--- src/rtl/well_pkg.sv ---
`timescale 1ns / 1ps
`default_nettype none

package well_pkg;

    localparam int WORD_W     = 32;
    localparam int CMD_W      = 2;
    localparam int POOL_DEPTH = 16;
    localparam int POOL_AW    = 4;
    localparam int IN_DATA_W  = 96;

    // Seed expansion multiplier and tempering mask
    localparam logic [WORD_W-1:0] MT_MULT     = 32'd1812433253;
    localparam logic [WORD_W-1:0] TEMPER_MASK = 32'hda442d24;

    // Pool taps relative to the current position
    localparam logic [POOL_AW-1:0] TAP_C    = 4'd13;
    localparam logic [POOL_AW-1:0] TAP_V    = 4'd9;
    localparam logic [POOL_AW-1:0] TAP_PREV = 4'd15;
    localparam logic [POOL_AW-1:0] POOL_LAST = 4'd15;

    typedef enum logic [CMD_W-1:0] {
        CMD_SEED  = 2'd0,
        CMD_NEXT  = 2'd1,
        CMD_RANGE = 2'd2
    } t_cmd;

    typedef enum logic [3:0] {
        S_INIT,
        S_IDLE,
        S_SMUL,
        S_SWR,
        S_ADV0,
        S_ADV1,
        S_ADV2,
        S_ADV3,
        S_ADV4,
        S_DIV,
        S_ADD,
        S_OUT
    } t_state;

endpackage

`default_nettype wire

--- src/rtl/well_ram.sv ---
`timescale 1ns / 1ps
`default_nettype none

module well_ram #(
    parameter int WIDTH = 32,
    parameter int DEPTH = 16
) (
    input  wire logic                     i_clk,
    input  wire logic                     i_wr_en,
    input  wire logic [$clog2(DEPTH)-1:0] i_wr_addr,
    input  wire logic [WIDTH-1:0]         i_wr_data,
    input  wire logic [$clog2(DEPTH)-1:0] i_rd_addr,
    output logic      [WIDTH-1:0]         o_rd_data
);

    logic [WIDTH-1:0] r_mem [DEPTH];

    always_ff @(posedge i_clk) begin
        if (i_wr_en) begin
            r_mem[i_wr_addr] <= i_wr_data;
        end
        o_rd_data <= r_mem[i_rd_addr];
    end

endmodule

`default_nettype wire

--- src/rtl/well512_random_generator_core.sv ---
`timescale 1ns / 1ps
`default_nettype none

// WELL512 random number generator core.
// Input stream: s_axis_tuser carries the command (seed, next, range),
// s_axis_tdata carries seed_value, range_low and range_high. Output stream:
// m_axis_tdata carries one 32-bit number for each next or range item; seed
// items give no output, and the unused command code is dropped.
// The 16-word pool sits in a single-port-write, single-port-read RAM with a
// registered read; one item is worked at a time and s_axis_tready is high
// only while the core is idle.
// A next item runs the pool states S_ADV0 to S_ADV4 and then S_OUT; a range
// item runs the same pool states, then a 32-step shift-subtract remainder
// unit, then the offset add; an empty range goes straight to S_OUT. A seed
// item keeps the core busy for fifteen multiply-then-write steps.
// After reset the core seeds itself with zero, with tready low meanwhile.
// The output register frees the input side: a new item is taken while the
// last number waits; a second result waits in the core until the receiver
// takes the first one.

module well512_random_generator_core (
    input  wire logic                              i_clk,
    input  wire logic                              i_rst_n,
    input  wire logic                              s_axis_tvalid,
    output logic                                   s_axis_tready,
    // [31:0] seed_value, [63:32] range_low, [95:64] range_high
    input  wire logic [well_pkg::IN_DATA_W-1:0]    s_axis_tdata,
    // [1:0] cmd
    input  wire logic [well_pkg::CMD_W-1:0]        s_axis_tuser,
    output logic                                   m_axis_tvalid,
    input  wire logic                              m_axis_tready,
    // [31:0] number
    output logic      [well_pkg::WORD_W-1:0]       m_axis_tdata
);

    import well_pkg::*;

    t_state               r_state, n_state;
    logic [POOL_AW-1:0]   r_pos, n_pos;
    logic [POOL_AW-1:0]   r_idx, n_idx;
    logic [4:0]           r_cnt, n_cnt;
    logic                 r_is_range, n_is_range;
    logic                 r_out_valid, n_out_valid;
    logic [WORD_W-1:0]    r_out_data, n_out_data;
    logic [WORD_W-1:0]    r_prev, n_prev;
    logic [WORD_W-1:0]    r_prod, n_prod;
    logic [WORD_W-1:0]    r_low, n_low;
    logic [WORD_W-1:0]    r_span, n_span;
    logic [WORD_W-1:0]    r_a, n_a;
    logic [WORD_W-1:0]    r_b, n_b;
    logic [WORD_W-1:0]    r_c, n_c;
    logic [WORD_W-1:0]    r_d, n_d;
    logic [WORD_W-1:0]    r_rem, n_rem;
    logic [WORD_W-1:0]    r_dvd, n_dvd;
    logic [WORD_W-1:0]    r_res, n_res;

    logic                 ram_wr_en;
    logic [POOL_AW-1:0]   ram_wr_addr;
    logic [WORD_W-1:0]    ram_wr_data;
    logic [POOL_AW-1:0]   ram_rd_addr;
    logic [WORD_W-1:0]    ram_rd_data;

    logic [WORD_W-1:0]    in_seed, in_low, in_high;

    assign in_seed = s_axis_tdata[WORD_W-1:0];
    assign in_low  = s_axis_tdata[2*WORD_W-1:WORD_W];
    assign in_high = s_axis_tdata[3*WORD_W-1:2*WORD_W];

    assign s_axis_tready = (r_state == S_IDLE);
    assign m_axis_tvalid = r_out_valid;
    assign m_axis_tdata  = r_out_data;

    well_ram #(
        .WIDTH (WORD_W),
        .DEPTH (POOL_DEPTH)
    ) u_pool (
        .i_clk     (i_clk),
        .i_wr_en   (ram_wr_en),
        .i_wr_addr (ram_wr_addr),
        .i_wr_data (ram_wr_data),
        .i_rd_addr (ram_rd_addr),
        .o_rd_data (ram_rd_data)
    );

    always_ff @(posedge i_clk) begin
        if (!i_rst_n) begin
            r_state     <= S_INIT;
            r_pos       <= '0;
            r_idx       <= '0;
            r_cnt       <= '0;
            r_is_range  <= 1'b0;
            r_out_valid <= 1'b0;
        end else begin
            r_state     <= n_state;
            r_pos       <= n_pos;
            r_idx       <= n_idx;
            r_cnt       <= n_cnt;
            r_is_range  <= n_is_range;
            r_out_valid <= n_out_valid;
        end
    end

    always_ff @(posedge i_clk) begin
        r_out_data <= n_out_data;
        r_prev     <= n_prev;
        r_prod     <= n_prod;
        r_low      <= n_low;
        r_span     <= n_span;
        r_a        <= n_a;
        r_b        <= n_b;
        r_c        <= n_c;
        r_d        <= n_d;
        r_rem      <= n_rem;
        r_dvd      <= n_dvd;
        r_res      <= n_res;
    end

    always_comb begin
        logic [WORD_W-1:0] seed_word;
        logic [WORD_W-1:0] c_mix;
        logic [WORD_W-1:0] a_new;
        logic [WORD_W-1:0] fin;
        logic [WORD_W:0]   trial;

        n_state     = r_state;
        n_pos       = r_pos;
        n_idx       = r_idx;
        n_cnt       = r_cnt;
        n_is_range  = r_is_range;
        n_out_valid = r_out_valid && !m_axis_tready;
        n_out_data  = r_out_data;
        n_prev      = r_prev;
        n_prod      = r_prod;
        n_low       = r_low;
        n_span      = r_span;
        n_a         = r_a;
        n_b         = r_b;
        n_c         = r_c;
        n_d         = r_d;
        n_rem       = r_rem;
        n_dvd       = r_dvd;
        n_res       = r_res;
        ram_wr_en   = 1'b0;
        ram_wr_addr = r_pos;
        ram_wr_data = r_res;
        ram_rd_addr = r_pos;

        seed_word = r_prod + {{(WORD_W-POOL_AW){1'b0}}, r_idx};
        c_mix     = ram_rd_data ^ (ram_rd_data >> 11);
        a_new     = r_b ^ c_mix;
        fin       = ram_rd_data ^ r_b ^ r_d ^ (ram_rd_data << 2)
                    ^ (r_b << 18) ^ (r_c << 28);
        trial     = {r_rem, r_dvd[WORD_W-1]};

        unique case (r_state)
            S_INIT: begin
                // seed with zero after reset
                ram_wr_en   = 1'b1;
                ram_wr_addr = '0;
                ram_wr_data = '0;
                n_prev      = '0;
                n_idx       = POOL_AW'(1);
                n_pos       = '0;
                n_state     = S_SMUL;
            end
            S_IDLE: begin
                if (s_axis_tvalid) begin
                    unique case (s_axis_tuser)
                        CMD_SEED: begin
                            ram_wr_en   = 1'b1;
                            ram_wr_addr = '0;
                            ram_wr_data = in_seed;
                            n_prev      = in_seed;
                            n_idx       = POOL_AW'(1);
                            n_pos       = '0;
                            n_state     = S_SMUL;
                        end
                        CMD_NEXT: begin
                            n_is_range = 1'b0;
                            n_state    = S_ADV0;
                        end
                        CMD_RANGE: begin
                            if (in_low == in_high) begin
                                n_res   = in_low;
                                n_state = S_OUT;
                            end else begin
                                n_is_range = 1'b1;
                                n_low      = in_low;
                                n_span     = in_high - in_low;
                                n_state    = S_ADV0;
                            end
                        end
                        default: begin
                            // drop unused command
                            n_state = S_IDLE;
                        end
                    endcase
                end
            end
            S_SMUL: begin
                n_prod  = (r_prev ^ (r_prev >> 30)) * MT_MULT;
                n_state = S_SWR;
            end
            S_SWR: begin
                ram_wr_en   = 1'b1;
                ram_wr_addr = r_idx;
                ram_wr_data = seed_word;
                n_prev      = seed_word;
                n_idx       = r_idx + POOL_AW'(1);
                n_state     = (r_idx == POOL_LAST) ? S_IDLE : S_SMUL;
            end
            S_ADV0: begin
                ram_rd_addr = r_pos;
                n_state     = S_ADV1;
            end
            S_ADV1: begin
                ram_rd_addr = r_pos + TAP_C;
                n_a         = ram_rd_data;
                n_state     = S_ADV2;
            end
            S_ADV2: begin
                ram_rd_addr = r_pos + TAP_V;
                n_b         = r_a ^ ram_rd_data ^ (r_a << 16) ^ (ram_rd_data << 15);
                n_state     = S_ADV3;
            end
            S_ADV3: begin
                ram_rd_addr = r_pos + TAP_PREV;
                ram_wr_en   = 1'b1;
                ram_wr_addr = r_pos;
                ram_wr_data = a_new;
                n_c         = c_mix;
                n_d         = a_new ^ ((a_new << 5) & TEMPER_MASK);
                n_state     = S_ADV4;
            end
            S_ADV4: begin
                ram_wr_en   = 1'b1;
                ram_wr_addr = r_pos + TAP_PREV;
                ram_wr_data = fin;
                n_pos       = r_pos + TAP_PREV;
                if (r_is_range) begin
                    n_dvd   = fin;
                    n_rem   = '0;
                    n_cnt   = '0;
                    n_state = S_DIV;
                end else begin
                    n_res   = fin;
                    n_state = S_OUT;
                end
            end
            S_DIV: begin
                // one remainder bit per cycle, MSB first
                if (trial >= {1'b0, r_span}) begin
                    n_rem = WORD_W'(trial - {1'b0, r_span});
                end else begin
                    n_rem = trial[WORD_W-1:0];
                end
                n_dvd   = r_dvd << 1;
                n_cnt   = r_cnt + 5'd1;
                n_state = (r_cnt == 5'd31) ? S_ADD : S_DIV;
            end
            S_ADD: begin
                n_res   = r_rem + r_low;
                n_state = S_OUT;
            end
            S_OUT: begin
                // hold until the output register is free
                if (!r_out_valid || m_axis_tready) begin
                    n_out_valid = 1'b1;
                    n_out_data  = r_res;
                    n_state     = S_IDLE;
                end
            end
            default: begin
                n_state = S_INIT;
            end
        endcase
    end

endmodule

`default_nettype wire

--- config.mk ---
export PLATFORM = sky130hd
export DESIGN_NAME = well512_random_generator_core
export DESIGN_NICKNAME = d
export VERILOG_FILES = /design/src/rtl/well_pkg.sv /design/src/rtl/well_ram.sv /design/src/rtl/well512_random_generator_core.sv
export SDC_FILE = /design/constraint.sdc
export NUM_CORES = 2
export LEC_CHECK = 0
export ABC_AREA = 1
export BUFFER_PORTS_ARGS = -buffer_cell sky130_fd_sc_hd__buf_2
export CORE_ASPECT_RATIO = 0.6
export CORE_MARGIN = 1
export CORE_UTILIZATION = 35
export CTS_CLUSTER_DIAMETER = 200
export CTS_CLUSTER_SIZE = 24
export DETAILED_ROUTE_END_ITERATION = 10
export SLEW_MARGIN = 5
export SYNTH_ARGS = -nofsm -noshare
export SYNTH_HDL_FRONTEND = slang
export SYNTH_HIERARCHICAL = 1
export SYNTH_SLANG_ARGS = --single-unit
export TNS_END_PERCENT = 100
--- constraint.sdc ---
create_clock -name i_clk -period 8.05 [get_ports i_clk]
set_input_delay 0.805 -clock i_clk [delete_from_list [all_inputs] [get_ports i_clk]]
set_output_delay 0.805 -clock i_clk [all_outputs]
set_load 0.005 [all_outputs]
**Word-level counts from Yosys, hierarchy flattened**

Memories as Yosys holds them, arrays and structs flattened. A register that Yosys moved wholly into a read port is not among the register bits.
Index checks and enable logic that the tools add are counted.

- $add $sub $neg: 9
- $mul: 1
- Order comparisons: 1
- Eq/ne operators: 24
- Multiplexer cells: 43
- Bitwise gates (word level): 13
- Reduce and logical (&&, ||, !) cells: 19

Operators with widths:

| kind | number |
|---|---|
| 32-bit two-way mux | 11 |
| 32-bit bitwise XOR | 10 |
| 32-bit case mux with 3 select lines | 2 |
| 32-bit case mux with 5 select lines | 1 |
| 32-bit case mux with 2 select lines | 2 |
| 32-bit subtractor | 2 |
| 4-bit case mux with 12 select lines | 1 |
| 4-bit case mux with 3 select lines | 4 |
| 33-bit by 32-bit greater-or-equal comparator with 1-bit output | 1 |
| 32-bit adder | 1 |
| 32-bit by 4-bit adder with 32-bit output | 1 |
| 32-bit equality test | 1 |
| 32-bit by 31-bit multiplier with 32-bit output, second input constant | 1 |
| 32-bit by 2-bit bitwise XOR with 32-bit output | 1 |
| 32-bit by 21-bit bitwise XOR with 32-bit output | 1 |
| 4-bit two-way mux | 7 |
| 4-bit equality test, second input constant | 5 |
| 4-bit by 3-bit equality test with 1-bit output, second input constant | 4 |
| 4-bit case mux with 4 select lines | 1 |
| 4-bit adder, second input constant | 3 |
| 2-bit inequality test, second input constant | 5 |
| 5-bit case mux with 2 select lines | 1 |
| 3-bit nonzero test | 3 |
| 4-bit by 2-bit equality test with 1-bit output, second input constant | 2 |
| other kinds (23) | 39 |

- Register bits after elaboration: 375
- Memory bits (writable): 512
- Input bits: 102
- Logic and storage cells: 129
- Memories: 1

Memories:

| name | words | width | rd ports | clocked after memory_dff | write ports | RTL line | text |
|---|---|---|---|---|---|---|---|
| u_pool.r_mem | 16 | 32 | 1 | 1 | 1 | well_ram.sv:16 | `logic [WIDTH-1:0] r_mem [DEPTH];` |

**Depth between registers and ports, before layout**

- Word-level depth: 7
- Gate-level depth with buffers: 30

**Modules after synthesis**

The synthesis kept the hierarchy.

By module, submodules not included:

| module | instances | cells each | area an instance (µm²) |
|---|---|---|---|
| well512_random_generator_core | 1 | 4043 | 33155.5 |
| well_ram | 1 | 2120 | 22730.6 |

**Worst setup path before layout**

OpenSTA, ideal clock, no wires.

- Kind: reg2reg
- Start point: reg r_prev[31]
- End point: reg r_prod[31], data pin
- Arrival: 5.535 ns
- Data required time: 7.798 ns
- Slack: 2.263 ns
- Stages on the path, launching flop included: 29
- Buffers on the path: 0
- Period minus slack after synthesis: 5.787 ns
- Path through: edfxtp_1 xnor2_1 xnor2_1 inv_1 ha_1 or2_2 ha_1 inv_1 fa_1 inv_1 ha_1 inv_1 fa_1 fa_1 fa_1 fa_1 inv_1 ha_1 nand2_1 nor2_1 inv_1 nor2_1 nand4_1 nand3_1 nand2_1 nand2_1 inv_1 nand2_1 nand2_1

- Word-level cells in the longest chain between the ends: 2

RTL lines:

| item | RTL line | text |
|---|---|---|
| start, declared | well512_random_generator_core.sv:45 | `logic [WORD_W-1:0] r_prev, n_prev;` |
| start signal, assigned | well512_random_generator_core.sv:105 | `r_prev <= n_prev;` |
| 32-bit by 2-bit bitwise XOR with 32-bit output | well512_random_generator_core.sv:201 | `n_prod = (r_prev ^ (r_prev >> 30)) * MT_MULT;` |
| 32-bit by 31-bit multiplier with 32-bit output | well512_random_generator_core.sv:201 |  |
| end signal, assigned | well512_random_generator_core.sv:106 | `r_prod <= n_prod;` |
| end, declared | well512_random_generator_core.sv:46 | `logic [WORD_W-1:0] r_prod, n_prod;` |

Every way passes these cells.
A chain may end at the register's enable or synchronous reset.

**Worst setup path after layout**

Same ends and word-level chain as after synthesis.

==> reports/metrics.cfg <==
[timing]
max_freq_mhz=156.1
tns_ns=0
hold_viol=0
fin_crit_ns=6.405
finalCritPeriodShare=0.7957
fin_skew_ns=0.05570
grt_setup_unrepaired=false
slew_headroom=0.2355
worst_slack_ns=1.645
maxSlewViolCount=0
worst_pin_slew_ns=1.135
setup_viol=0

[setup_path]
arrival_ns=6.85
crit_path_frequent_cell=inv_1
cp_data_required_time_ns=8.50
crit_type=flop to flop
worstSetupStartpointType=flop
cp_max_fo=5
cp_slowest_stage_delay_ns=0.52
critPathSlowestCell=fa_1
crit_path_end_kind=flop

[route]
first_pass_iters=8
ant_nets=0
vias=43020
drt_iter0_markers=5103
post-route-drc-count=0
via_per_inst=5.120
wl_per_cell_um=22.93
wirelength_um=192600

[outcome]
outcome=complete, no violations

[die]
core_um2=158400
die_w_um=517.9
io_pins=136
die-height_um=311.5
num_rows=113
start_util=0.3529
die_area_um2=161300

[clock_tree]
hold_buffers=0
cts_inserted_buffers=44
cts.clk_slew.worst_paths_ns=0.13
htreeDepth=2
post_cts_buffers=0
numClockSinks=919
cts_buffer_depth=3
cts_tree=yes
worstSkewPairLatency_ns=0.69
cts_resized=0
root_buffer=clkbuf_16

[place]
gp_congestion=0.9692
pre_cts_ws_ns=1.685
numPortBuffers=135
placed_cells=8321
post_dp_cell_area_um2=58880
dp_hpwl_um=144900

[synthesis]
synth_nets=6731
ys_types=57
synth_area_per_cell_um2=9.068
ys_top_cells_by_area=edfxtp_1 47%, nand2_1 11%, inv_1 7.4%
synth_top_cells_by_count=1,663 x nand2_1, 1,102 x inv_1, 868 x edfxtp_1, 593 x nand3_1, 326 x nor2_1
ys_seq_area_frac=0.4847
synth_ff_type=edfxtp_1
ys_ff_latch=919
synth_area_um2=55890
yosysTopAreaCellShare=0.4664
synth.most_common_cell=nand2_1
yosysTopAreaCell=edfxtp_1
async_flop_share=0
synth_edf_count=868
synthCells=6163
yosys_warnings=6

[global_route]
grt_pass1_wl_um=279700
grt_max_degree=176
grtUsageTotal=0.2355
antenna_found_initial=11
grt_pass1_vias=39860
overflow=0

[cells_and_area]
final_nets=6808
drive_gt1_frac=0.05435
area_delta_synth_final_pct=7.690
post-route-cell-area_um2=60180
final-instance-count-excl-fill=8402

[worst_hold_path]
min_path_type=primary input to flop

[run]
drv_cap=0

## flip-flops by register name, summed over array words and instances (netlist names)
name and count:
r_is_range 1, r_rem 32, r_d 32, r_res 32
u_pool/r_mem 512, r_a 32, r_prod 32, r_prev 32
m_axis_tdata 32, r_state 4, r_b 32, u_pool/o_rd_data 32
r_c 4, r_dvd 32, r_low 32, r_cnt 5
r_pos 4, r_idx 4, m_axis_tvalid 1, r_span 32
## logic make-up after synthesis
kind of cell    synth area share
simple gates              0.2066
compound gates           0.04516
buf+inv                  0.09383
xor+xnor                 0.04529
flops                     0.4847
fa+ha+maj                 0.1245
## path summary, 6_finish.rpt
path                    start  slack (ns)               to  cells after the start
max                r_prev[31]        1.64       r_prod[31]                     28
min          s_axis_tdata[34]        0.33         r_low[2]                      1
max reg2reg        r_prev[31]        1.64       r_prod[31]                     28
min reg2reg          r_res[3]        0.46  m_axis_tdata[3]                      0
## worst max-delay path: cells and delay by family, from the launching register on
kind                       cells  cell delay (ns)
adders and majority gates      9             3.37
DFF                            1             0.46
xor gates and xnor gates       2             0.60
buffers and inverters          7             0.51
and+or+nand+nor               10             1.25
## cell usage in the layout (no fill, tap or decap), types with 14 or more instances in the layout
cell       instances
nor2_4            20
nor3_1            47
fa_1             150
nand3b_1          20
or2_2             18
clkbuf_16         44
buf_4             59
nand3_1          592
nand4_1           49
nand2_1         1663
ha_1             316
edfxtp_1         868
xor2_1           142
a21oi_1          205
xnor2_1          146
o211ai_1          16
inv_1           1099
buf_2            135
clkbuf_1          32
a31oi_1           14
nor2_1           305
a21o_1            16
dfxtp_1           51
o21ai_0          134
## layout make-up
type | instances | area, um^2
fillers | 16020 | 98170
clock inverters | 4 | 78.83
flip-flops and latches | 919 | 27090
multi-input cells | 3965 | 23790
well taps | 2127 | 2661
inverters | 1114 | 4190
diodes | 1 | 2.502
clock buffers | 76 | 1221
repair buffers | 196 | 1159
## routing by layer
metal  part of all wire  vias up  GRT usage  wire length [um]
met2               0.39     1856     0.3225             75230
met1               0.49    20980     0.3752             94650
met5           0.000067        -          0                13
met3              0.098      173    0.04935             18820
met4              0.020        2    0.04430              3918
li1                   -    20010          -                 -
## per-stage QoR
step	hold WS, ns	util
after floorplan	0.4029	-
after global placement	0.4327	0.3718
after detailed placement	0.4365	0.3718
after CTS	0.2884	0.3800
after global routing	0.3024	0.3800
final	0.3254	0.3801
Power is not shown: default switching activity piles up to over one toggle a cycle in this logic, so the estimate is an artifact.
